[src/rtl/core/sfm_pkg.sv]
// ----------------------------------------------------------------------------
// sfm_pkg: shared types and constants for the substring first-match search
// Item and result layouts, action and error codes, default size limits.
// ----------------------------------------------------------------------------
package sfm_pkg;

  localparam int unsigned NEEDLE_MAX_DEF   = 16;
  localparam int unsigned HAYSTACK_MAX_DEF = 65536;
  localparam int unsigned MATCH_W          = 16;

  localparam logic ACT_NEEDLE = 1'b0;
  localparam logic ACT_HAY    = 1'b1;

  localparam logic [1:0] ERR_NONE        = 2'd0;
  localparam logic [1:0] ERR_NEEDLE_LONG = 2'd1;
  localparam logic [1:0] ERR_HAY_LONG    = 2'd2;

  typedef struct packed {
    logic       action;
    logic [7:0] data_byte;
    logic       is_last;
  } item_t;

  typedef struct packed {
    logic               found;
    logic [MATCH_W-1:0] match_index;
    logic [1:0]         error_code;
  } res_t;

endpackage

[src/rtl/core/sfm_if.sv]
// ----------------------------------------------------------------------------
// sfm_in_if / sfm_out_if: valid/ready channels of the first-match search
// Input channel carries needle or haystack bytes, output channel the result.
// ----------------------------------------------------------------------------
interface sfm_in_if;
  logic       valid;
  logic       ready;
  logic       action;
  logic [7:0] data_byte;
  logic       is_last;

  modport source (output valid, action, data_byte, is_last, input ready);
  modport sink   (input valid, action, data_byte, is_last, output ready);
endinterface

interface sfm_out_if;
  logic        valid;
  logic        ready;
  logic        found;
  logic [15:0] match_index;
  logic [1:0]  error_code;

  modport source (output valid, found, match_index, error_code, input ready);
  modport sink   (input valid, found, match_index, error_code, output ready);
endinterface

[src/rtl/core/sfm_window_cmp.sv]
// ----------------------------------------------------------------------------
// sfm_window_cmp: parallel compare of the byte window with the needle
// Window entry 0 is the newest byte; needle entry 0 the first needle byte.
// ----------------------------------------------------------------------------
module sfm_window_cmp #(
  parameter int unsigned NEEDLE_MAX = 16,
  parameter int unsigned CNT_W      = 5
) (
  input  logic [7:0]       needle_bytes [NEEDLE_MAX],
  input  logic [7:0]       window_bytes [NEEDLE_MAX],
  input  logic [CNT_W-1:0] needle_count,
  output logic             window_hit
);

  // needle byte j lines up with window byte count-1-j
  always_comb begin
    window_hit = 1'b1;
    for (int j = 0; j < NEEDLE_MAX; j++) begin
      for (int k = 0; k < NEEDLE_MAX; k++) begin
        if ((j + k + 1 == int'(needle_count)) && (needle_bytes[j] != window_bytes[k])) begin
          window_hit = 1'b0;
        end
      end
    end
  end

endmodule

[src/rtl/core/sfm_engine.sv]
// ----------------------------------------------------------------------------
// sfm_engine: needle store, byte window and first-hit tracking
// Updates all search state for one item per fire and forms the result.
// ----------------------------------------------------------------------------
module sfm_engine #(
  parameter int unsigned NEEDLE_MAX   = 16,
  parameter int unsigned HAYSTACK_MAX = 65536
) (
  input  logic          clk,
  input  logic          rst_n,
  input  logic          fire,
  input  sfm_pkg::item_t item,
  output logic          res_valid,
  output sfm_pkg::res_t res
);
  import sfm_pkg::*;

  localparam int unsigned CNT_W  = $clog2(NEEDLE_MAX + 1);
  localparam int unsigned POS_W  = $clog2(HAYSTACK_MAX + 2);
  localparam int unsigned WIDE_A = (POS_W > CNT_W) ? POS_W : CNT_W;
  localparam int unsigned WIDE_W = (WIDE_A > MATCH_W) ? WIDE_A : MATCH_W;

  logic [7:0]         needle_r [NEEDLE_MAX];
  logic [CNT_W-1:0]   cnt_r, cnt_nxt;
  logic               closed_r, closed_nxt;
  logic               too_long_r, too_long_nxt;
  logic [7:0]         wnd_r [NEEDLE_MAX];
  logic [7:0]         wnd_nxt [NEEDLE_MAX];
  logic [7:0]         wnd_sh [NEEDLE_MAX];
  logic [POS_W-1:0]   pos_r, pos_nxt;
  logic               hit_r, hit_nxt;
  logic [MATCH_W-1:0] off_r, off_nxt;

  logic               needle_wr;
  logic [CNT_W-1:0]   wr_idx;
  logic               window_hit;
  logic [POS_W-1:0]   pos_inc;
  logic [WIDE_W-1:0]  off_wide;
  logic [1:0]         err;

  always_comb begin
    wnd_sh[0] = item.data_byte;
    for (int k = 1; k < NEEDLE_MAX; k++) begin
      wnd_sh[k] = wnd_r[k-1];
    end
  end

  assign pos_inc  = pos_r + POS_W'(1);
  assign off_wide = WIDE_W'(pos_inc) - WIDE_W'(cnt_r);

  sfm_window_cmp #(
    .NEEDLE_MAX (NEEDLE_MAX),
    .CNT_W      (CNT_W)
  ) u_cmp (
    .needle_bytes (needle_r),
    .window_bytes (wnd_sh),
    .needle_count (cnt_r),
    .window_hit   (window_hit)
  );

  always_comb begin
    cnt_nxt      = cnt_r;
    closed_nxt   = closed_r;
    too_long_nxt = too_long_r;
    wnd_nxt      = wnd_r;
    pos_nxt      = pos_r;
    hit_nxt      = hit_r;
    off_nxt      = off_r;
    needle_wr    = 1'b0;
    wr_idx       = cnt_r;
    res_valid    = 1'b0;
    err          = ERR_NONE;
    res          = '0;

    if (item.action == ACT_NEEDLE) begin
      // a needle byte after a closed needle starts a fresh needle
      if (closed_r) begin
        wr_idx       = '0;
        too_long_nxt = 1'b0;
        for (int k = 0; k < NEEDLE_MAX; k++) begin
          wnd_nxt[k] = '0;
        end
        pos_nxt = '0;
        hit_nxt = 1'b0;
        off_nxt = '0;
      end
      if (WIDE_W'(wr_idx) < WIDE_W'(NEEDLE_MAX)) begin
        needle_wr = 1'b1;
        cnt_nxt   = wr_idx + CNT_W'(1);
      end else begin
        cnt_nxt      = wr_idx;
        too_long_nxt = 1'b1;
      end
      closed_nxt = item.is_last;
    end else begin
      closed_nxt = 1'b1;
      if (WIDE_W'(pos_r) < WIDE_W'(HAYSTACK_MAX)) begin
        wnd_nxt = wnd_sh;
        pos_nxt = pos_inc;
        if (!hit_r && !too_long_r && (cnt_r != '0) &&
            (WIDE_W'(pos_inc) >= WIDE_W'(cnt_r)) && window_hit) begin
          hit_nxt = 1'b1;
          off_nxt = off_wide[MATCH_W-1:0];
        end
      end else begin
        pos_nxt = POS_W'(HAYSTACK_MAX + 1);
      end

      if (item.is_last) begin
        res_valid = 1'b1;
        if (too_long_r) begin
          err = ERR_NEEDLE_LONG;
        end else if (WIDE_W'(pos_nxt) > WIDE_W'(HAYSTACK_MAX)) begin
          err = ERR_HAY_LONG;
        end
        res.error_code = err;
        if (err == ERR_NONE && hit_nxt) begin
          res.found       = 1'b1;
          res.match_index = off_nxt;
        end
        // drop haystack state, keep the needle
        for (int k = 0; k < NEEDLE_MAX; k++) begin
          wnd_nxt[k] = '0;
        end
        pos_nxt = '0;
        hit_nxt = 1'b0;
        off_nxt = '0;
      end
    end
  end

  always_ff @(posedge clk) begin
    if (fire && needle_wr) begin
      for (int i = 0; i < NEEDLE_MAX; i++) begin
        if (wr_idx == CNT_W'(i)) begin
          needle_r[i] <= item.data_byte;
        end
      end
    end
  end

  always_ff @(posedge clk) begin
    if (!rst_n) begin
      cnt_r      <= '0;
      closed_r   <= 1'b0;
      too_long_r <= 1'b0;
      for (int k = 0; k < NEEDLE_MAX; k++) begin
        wnd_r[k] <= '0;
      end
      pos_r <= '0;
      hit_r <= 1'b0;
      off_r <= '0;
    end else if (fire) begin
      cnt_r      <= cnt_nxt;
      closed_r   <= closed_nxt;
      too_long_r <= too_long_nxt;
      wnd_r      <= wnd_nxt;
      pos_r      <= pos_nxt;
      hit_r      <= hit_nxt;
      off_r      <= off_nxt;
    end
  end

  a_cnt_bound: assert property (@(posedge clk) disable iff (!rst_n)
    WIDE_W'(cnt_r) <= WIDE_W'(NEEDLE_MAX))
    else $error("needle count beyond limit");

  a_end_clears: assert property (@(posedge clk) disable iff (!rst_n)
    fire && item.action == ACT_HAY && item.is_last |=> pos_r == '0 && !hit_r)
    else $error("haystack state not cleared at end of haystack");

  a_hit_needs_needle: assert property (@(posedge clk) disable iff (!rst_n)
    hit_r |-> cnt_r != '0 && !too_long_r)
    else $error("hit recorded without a valid needle");

endmodule

[src/rtl/core/substring_first_match.sv]
// ----------------------------------------------------------------------------
// substring_first_match: first offset of a needle in a streamed haystack
// Input register, single-pass search engine, registered result channel.
// ----------------------------------------------------------------------------
// A result passes through the input register, then the result register, before
//   it is valid on out_ch; a full result register holds it back.
// Throughput: one byte per cycle unless a result waits on a full result register; the window compare is combinational.
// Reset (synchronous, rst_n low): empties the needle, window and hit state
//   and drops any item held in the input or result register.
module substring_first_match #(
  parameter int unsigned NEEDLE_MAX   = sfm_pkg::NEEDLE_MAX_DEF,
  parameter int unsigned HAYSTACK_MAX = sfm_pkg::HAYSTACK_MAX_DEF
) (
  input logic      clk,
  input logic      rst_n,
  sfm_in_if.sink   in_ch,
  sfm_out_if.source out_ch
);
  import sfm_pkg::*;

  logic  s1_valid_r;
  item_t item_r;
  logic  out_valid_r;
  res_t  out_r;
  logic  eng_res_valid;
  res_t  eng_res;
  logic  out_free;
  logic  advance;

  assign out_free     = !out_valid_r || out_ch.ready;
  assign advance      = s1_valid_r && (!eng_res_valid || out_free);
  assign in_ch.ready  = !s1_valid_r || advance;

  always_ff @(posedge clk) begin
    if (!rst_n) begin
      s1_valid_r <= 1'b0;
    end else if (in_ch.ready) begin
      s1_valid_r <= in_ch.valid;
    end
  end

  always_ff @(posedge clk) begin
    if (in_ch.valid && in_ch.ready) begin
      item_r.action    <= in_ch.action;
      item_r.data_byte <= in_ch.data_byte;
      item_r.is_last   <= in_ch.is_last;
    end
  end

  sfm_engine #(
    .NEEDLE_MAX   (NEEDLE_MAX),
    .HAYSTACK_MAX (HAYSTACK_MAX)
  ) u_engine (
    .clk       (clk),
    .rst_n     (rst_n),
    .fire      (advance),
    .item      (item_r),
    .res_valid (eng_res_valid),
    .res       (eng_res)
  );

  always_ff @(posedge clk) begin
    if (!rst_n) begin
      out_valid_r <= 1'b0;
    end else if (advance && eng_res_valid) begin
      out_valid_r <= 1'b1;
    end else if (out_ch.ready) begin
      out_valid_r <= 1'b0;
    end
  end

  always_ff @(posedge clk) begin
    if (advance && eng_res_valid) begin
      out_r <= eng_res;
    end
  end

  assign out_ch.valid       = out_valid_r;
  assign out_ch.found       = out_r.found;
  assign out_ch.match_index = out_r.match_index;
  assign out_ch.error_code  = out_r.error_code;

  a_out_source: assert property (@(posedge clk) disable iff (!rst_n)
    $rose(out_valid_r) |-> $past(advance && eng_res_valid))
    else $error("result appeared without an engine result");

  a_s1_hold: assert property (@(posedge clk) disable iff (!rst_n)
    s1_valid_r && !advance |=> s1_valid_r && $stable(item_r))
    else $error("stalled input item lost or changed");

  a_no_overwrite: assert property (@(posedge clk) disable iff (!rst_n)
    advance && eng_res_valid |-> out_free)
    else $error("result register overwritten while full");

endmodule

[src/flat_wrapper.sv]
// flat-port wrapper written by rule: the top's interface ports become plain ports
module substring_first_match_flat import sfm_pkg::*;
#(
  parameter int unsigned NEEDLE_MAX   = sfm_pkg::NEEDLE_MAX_DEF,
  parameter int unsigned HAYSTACK_MAX = sfm_pkg::HAYSTACK_MAX_DEF
)
  (clk, rst_n, in_ch_valid, in_ch_action, in_ch_data_byte, in_ch_is_last, in_ch_ready, out_ch_valid, out_ch_found, out_ch_match_index, out_ch_error_code, out_ch_ready);
  sfm_in_if in_ch_i ();
  sfm_out_if out_ch_i ();
  input logic clk;
  input logic rst_n;
  input wire logic [$bits(in_ch_i.valid)-1:0] in_ch_valid;
  input wire logic [$bits(in_ch_i.action)-1:0] in_ch_action;
  input wire logic [$bits(in_ch_i.data_byte)-1:0] in_ch_data_byte;
  input wire logic [$bits(in_ch_i.is_last)-1:0] in_ch_is_last;
  output wire logic [$bits(in_ch_i.ready)-1:0] in_ch_ready;
  output wire logic [$bits(out_ch_i.valid)-1:0] out_ch_valid;
  output wire logic [$bits(out_ch_i.found)-1:0] out_ch_found;
  output wire logic [$bits(out_ch_i.match_index)-1:0] out_ch_match_index;
  output wire logic [$bits(out_ch_i.error_code)-1:0] out_ch_error_code;
  input wire logic [$bits(out_ch_i.ready)-1:0] out_ch_ready;
  assign in_ch_i.valid = in_ch_valid;
  assign in_ch_i.action = in_ch_action;
  assign in_ch_i.data_byte = in_ch_data_byte;
  assign in_ch_i.is_last = in_ch_is_last;
  assign in_ch_ready = in_ch_i.ready;
  assign out_ch_valid = out_ch_i.valid;
  assign out_ch_found = out_ch_i.found;
  assign out_ch_match_index = out_ch_i.match_index;
  assign out_ch_error_code = out_ch_i.error_code;
  assign out_ch_i.ready = out_ch_ready;
  substring_first_match #(.NEEDLE_MAX(NEEDLE_MAX), .HAYSTACK_MAX(HAYSTACK_MAX)) u_core (.clk(clk), .rst_n(rst_n), .in_ch(in_ch_i), .out_ch(out_ch_i));
endmodule
[config.mk]
export PLATFORM = sky130hd
export DESIGN_NAME = substring_first_match_flat
export DESIGN_NICKNAME = d
export VERILOG_FILES = /design/src/rtl/core/sfm_pkg.sv /design/src/rtl/core/sfm_if.sv /design/src/rtl/core/sfm_window_cmp.sv /design/src/rtl/core/sfm_engine.sv /design/src/rtl/core/substring_first_match.sv /design/src/flat_wrapper.sv
export SDC_FILE = /design/constraint.sdc
export NUM_CORES = 2
export LEC_CHECK = 0
export ABC_AREA = 1
export ABC_CLOCK_PERIOD_IN_PS = 8300
export BUFFER_PORTS_ARGS = -buffer_cell sky130_fd_sc_hd__buf_2
export CORE_MARGIN = 10
export CORE_UTILIZATION = 65
export DETAILED_ROUTE_END_ITERATION = 8
export GPL_TIMING_DRIVEN = 0
export PLACE_DENSITY = 0.82
export SYNTH_ARGS = -nofsm -noshare
export SYNTH_HDL_FRONTEND = slang
export SYNTH_HIERARCHICAL = 1
export SYNTH_SLANG_ARGS = --single-unit
[constraint.sdc]
create_clock -name clk -period 8.3 [get_ports clk]
set_input_delay 1.245 -clock clk [delete_from_list [all_inputs] [get_ports clk]]
set_output_delay 1.245 -clock clk [all_outputs]
set_load 0.05 [all_outputs]
==> implementation parameters <==
Parameter                              Value

Outcome
  Run status    complete, but fails checks
  Violated checks    max-capacitance violations, max-slew violations

Floorplan
  Vertical die dimension    276 µm
  Overall die width    276 µm
  DIE AREA    76,300 µm²
  Starting Density    0.660
  Boundary pin count    35
  Number of core rows    93
  Core area    64,700 µm²

Synthesis
  Synth top area share    0.413
  Synth area leader    sky130_fd_sc_hd__xnor2_1
  EDFF count, synth    157
  Cell with the most instances after synthesis    sky130_fd_sc_hd__nand2_1
  Prevailing post-synth register cell    sky130_fd_sc_hd__dfxtp_1
  Synthesized netlist cell count    6,271
  Synth top area cells    sky130_fd_sc_hd__xnor2_1 41%, sky130_fd_sc_hd__nand2_1 19%, sky130_fd_sc_hd__edfxtp_1 11%
  Cell variety after synth    41
  Share of async-settable or async-resettable flops after synthesis    0
  Post-Synthesis Mean Instance Area    6.81 µm²
  Area of the mapped netlist    42,700 µm²
  Portion of the post-synthesis area used by sequential elements    0.187
  Seq cells post-synth    320
  Number of synthesis warnings    6
  Net count after synthesis    6,294
  Leading post-synthesis cells by instance count    2,129 x sky130_fd_sc_hd__nand2_1, 2,011 x sky130_fd_sc_hd__xnor2_1, 674 x sky130_fd_sc_hd__nor2_1, 272 x sky130_fd_sc_hd__buf_2, 215 x sky130_fd_sc_hd__buf_4

GRT
  Total global routing overflow    0
  Vias in the first global route    39.0k
  Number of antenna violations at the first check in global routing    12
  Largest net degree at the start of global routing    20
  First-pass GRT wire length    291 mm
  GRT Total Usage    0.527

Power
  Worst VDD drop    0.000188 V
  Combinational share of power    0.097
  Share of total power consumed by net switching    0.267
  Clock share of power    0.441
  Leakage    15.4 nW
  Net switching component of the power    975 µW
  Pwr/cell area    80.6 nW/µm²
  Sequential share of power    0.462
  Cell internal power dissipation    2.67 mW

Clock tree
  TritonCTS Buffers    35
  Root buffer selected by CTS    sky130_fd_sc_hd__clkbuf_16
  Setup Buffers After CTS    0
  Hold bufs inserted after CTS    0
  CTS tree    done
  Clk buf depth    3
  Clock latency reported for the late side of the worst-skew pair    590 ps
  Clock sinks    320
  # resized after CTS    0
  Maximum level of the CTS H-tree    2
  Clock-pin slew on the worst setup and hold paths    60 ps

Timing
  Share of the clock period used by the worst path after layout    0.716
  Setup repair after global routing missed its margin    no
  Final number of hold-violating endpoints    0
  Max transition margin    -0.0613
  Worst Max-Slew Pin Slew    1590 ps
  Number of failing setup endpoints in the final timing report    0
  Setup skew after layout    31.7 ps
  Final TNS setup    0 ps
  Minimum hold slack    458 ps
  Final Critical Period    5940 ps
  Max Clock Freq    0.168 GHz
  Final number of max-transition violations    10

Worst setup path
  CP arrival    6280 ps
  Worst setup EP type    register
  FF-to-FF setup slack    2360 ps
  Maximum fanout encountered on the critical timing path    19
  Required @ worst endpoint    8640 ps
  Startpoint type of the worst setup path    register
  Crit path kind    register to register

Route
  Final routed wire length divided by cell count    29.2 µm
  Number of search-and-repair iterations in the first detailed-routing pass    7
  Iteration-0 DRC Markers    8,401
  Drt total wl    211 mm
  Residual antenna-violating net count after detailed routing    0
  Vias per cell    6.16
  Number of DRC violations after detailed routing    0
  Detailed-route via count    44.6k

Cells and area
  Layout Area Growth over Synthesis    6.01%
  Number of nets in the final layout    6,371
  Fraction of layout instances using a drive strength above 1    0.106

Placement
  Placer congestion estimate    1.16
  Placed wire-length estimate after detailed placement    152 mm
  Port Buffer Count    34

Flow run
  Max Cap Viol    1

Worst hold path
  Type of the tightest min-delay check    register to register
area by class of cell:
cell class | instances | area (µm²)
fillers | 5669 | 19400
diodes | 9 | 22.5
plain buffers | 585 | 3680
multi-input cells | 5234 | 30600
clock buffers | 49 | 980
clock inverters | 15 | 165
repair buffers | 40 | 315
flip-flops and latches | 320 | 7980
inverters | 132 | 495
well taps | 855 | 1070
worst paths after layout:
kind / startpoint / end / cells after the start
worst max-delay path: u_core/item_r[3]$_DFFE_PP_ / u_core/out_ch.match_index[6]$_DFFE_PP_ / 21
worst max register to register: u_core/item_r[3]$_DFFE_PP_ / u_core/out_ch.match_index[6]$_DFFE_PP_ / 21
worst min register to register: u_core/u_engine/wnd_r[13]$_SDFFE_PN0P_ / u_core/u_engine/wnd_r[13]$_SDFFE_PN0P_ / 2
worst min-delay path: u_core/u_engine/wnd_r[13]$_SDFFE_PN0P_ / u_core/u_engine/wnd_r[13]$_SDFFE_PN0P_ / 2
registers in the layout, indices dropped and copies added (netlist names), 2 cells and up:
register	flops
u_core/u_engine/wnd_r	120
u_core/out_ch.match_index	16
u_core/u_engine/pos_r	17
u_core/u_engine/cnt_r	5
u_core/item_r	10
u_core/u_engine/off_r	16
u_core/out_ch.error_code	2
u_core/u_engine/needle_r	128
worst max-delay path: stages (launching register included):
cell and delay, ps:
sky130_fd_sc_hd__edfxtp_1 970, sky130_fd_sc_hd__buf_2 420, sky130_fd_sc_hd__buf_4 320, sky130_fd_sc_hd__xnor2_1 150, sky130_fd_sc_hd__nand2_1 60, sky130_fd_sc_hd__nor2_1 620, sky130_fd_sc_hd__nand2_1 220, sky130_fd_sc_hd__nand2_1 130
sky130_fd_sc_hd__nand2_1 60, sky130_fd_sc_hd__nor2_1 180, sky130_fd_sc_hd__nand2_1 80, sky130_fd_sc_hd__nor2_1 150, sky130_fd_sc_hd__nand2_1 90, sky130_fd_sc_hd__nor2_1 120, sky130_fd_sc_hd__nand2_1 70, sky130_fd_sc_hd__nor2_1 670
sky130_fd_sc_hd__o2111ai_1 230, sky130_fd_sc_hd__clkinv_1 270, sky130_fd_sc_hd__clkbuf_1 450, sky130_fd_sc_hd__nand3_1 210, sky130_fd_sc_hd__nand2_1 140, sky130_fd_sc_hd__nor2_2 40
power groups by stage:
stage	registers (mW)	clock network (mW)	logic, mW
2_1_floorplan	1.72	0	0.214
3_3_place_gp	1.72	0	0.305
3_5_place_dp	1.73	0	0.313
4_1_cts	1.69	1.60	0.317
5_1_grt	1.69	1.67	0.365
6_report	1.69	1.61	0.353
cell families after synthesis:
kind of cell	count (synthesis)	synth area share
AOI/OAI and AO/OA	186	0.0223
adders and majority gates	9	0.00281
xor gates and xnor gates	2021	0.415
DFF	320	0.187
buffers and inverters	717	0.0977
and+or+nand+nor	3018	0.276
cell usage in the layout (no fill, tap or decap), types with 63 or more instances in the layout:
master                     Yosys  final
sky130_fd_sc_hd__xnor2_1    2011   2011
sky130_fd_sc_hd__inv_1       124    124
sky130_fd_sc_hd__edfxtp_1    157    157
sky130_fd_sc_hd__buf_2       272    306
sky130_fd_sc_hd__clkbuf_1     53     63
sky130_fd_sc_hd__buf_4       215    215
sky130_fd_sc_hd__nand3_1     141    141
sky130_fd_sc_hd__nor2_1      674    668
sky130_fd_sc_hd__a21oi_1     165    165
sky130_fd_sc_hd__nand2_1    2129   2129
sky130_fd_sc_hd__dfxtp_1     163    163
metal layers:
metal  wire (µm)  GRT usage
met1       68900      0.616
met2       80300      0.713
met3       35000      0.209
met4       26800      0.512
met5         204     0.0179
per-stage QoR:
step,instances,total power [mW],cell area (µm²),setup WS [ps],utilization
CTS,7225,3.61,45100,2850,0.697
floorplan,6271,1.93,42700,5290,-
detailed placement,7161,2.04,44000,2910,0.679
finish,7239,3.65,45300,2360,0.700
global route,7231,3.72,45200,2430,0.699
global placement,7160,2.03,43900,2970,0.679
Note: power is estimated with default switching activity, not from simulation.
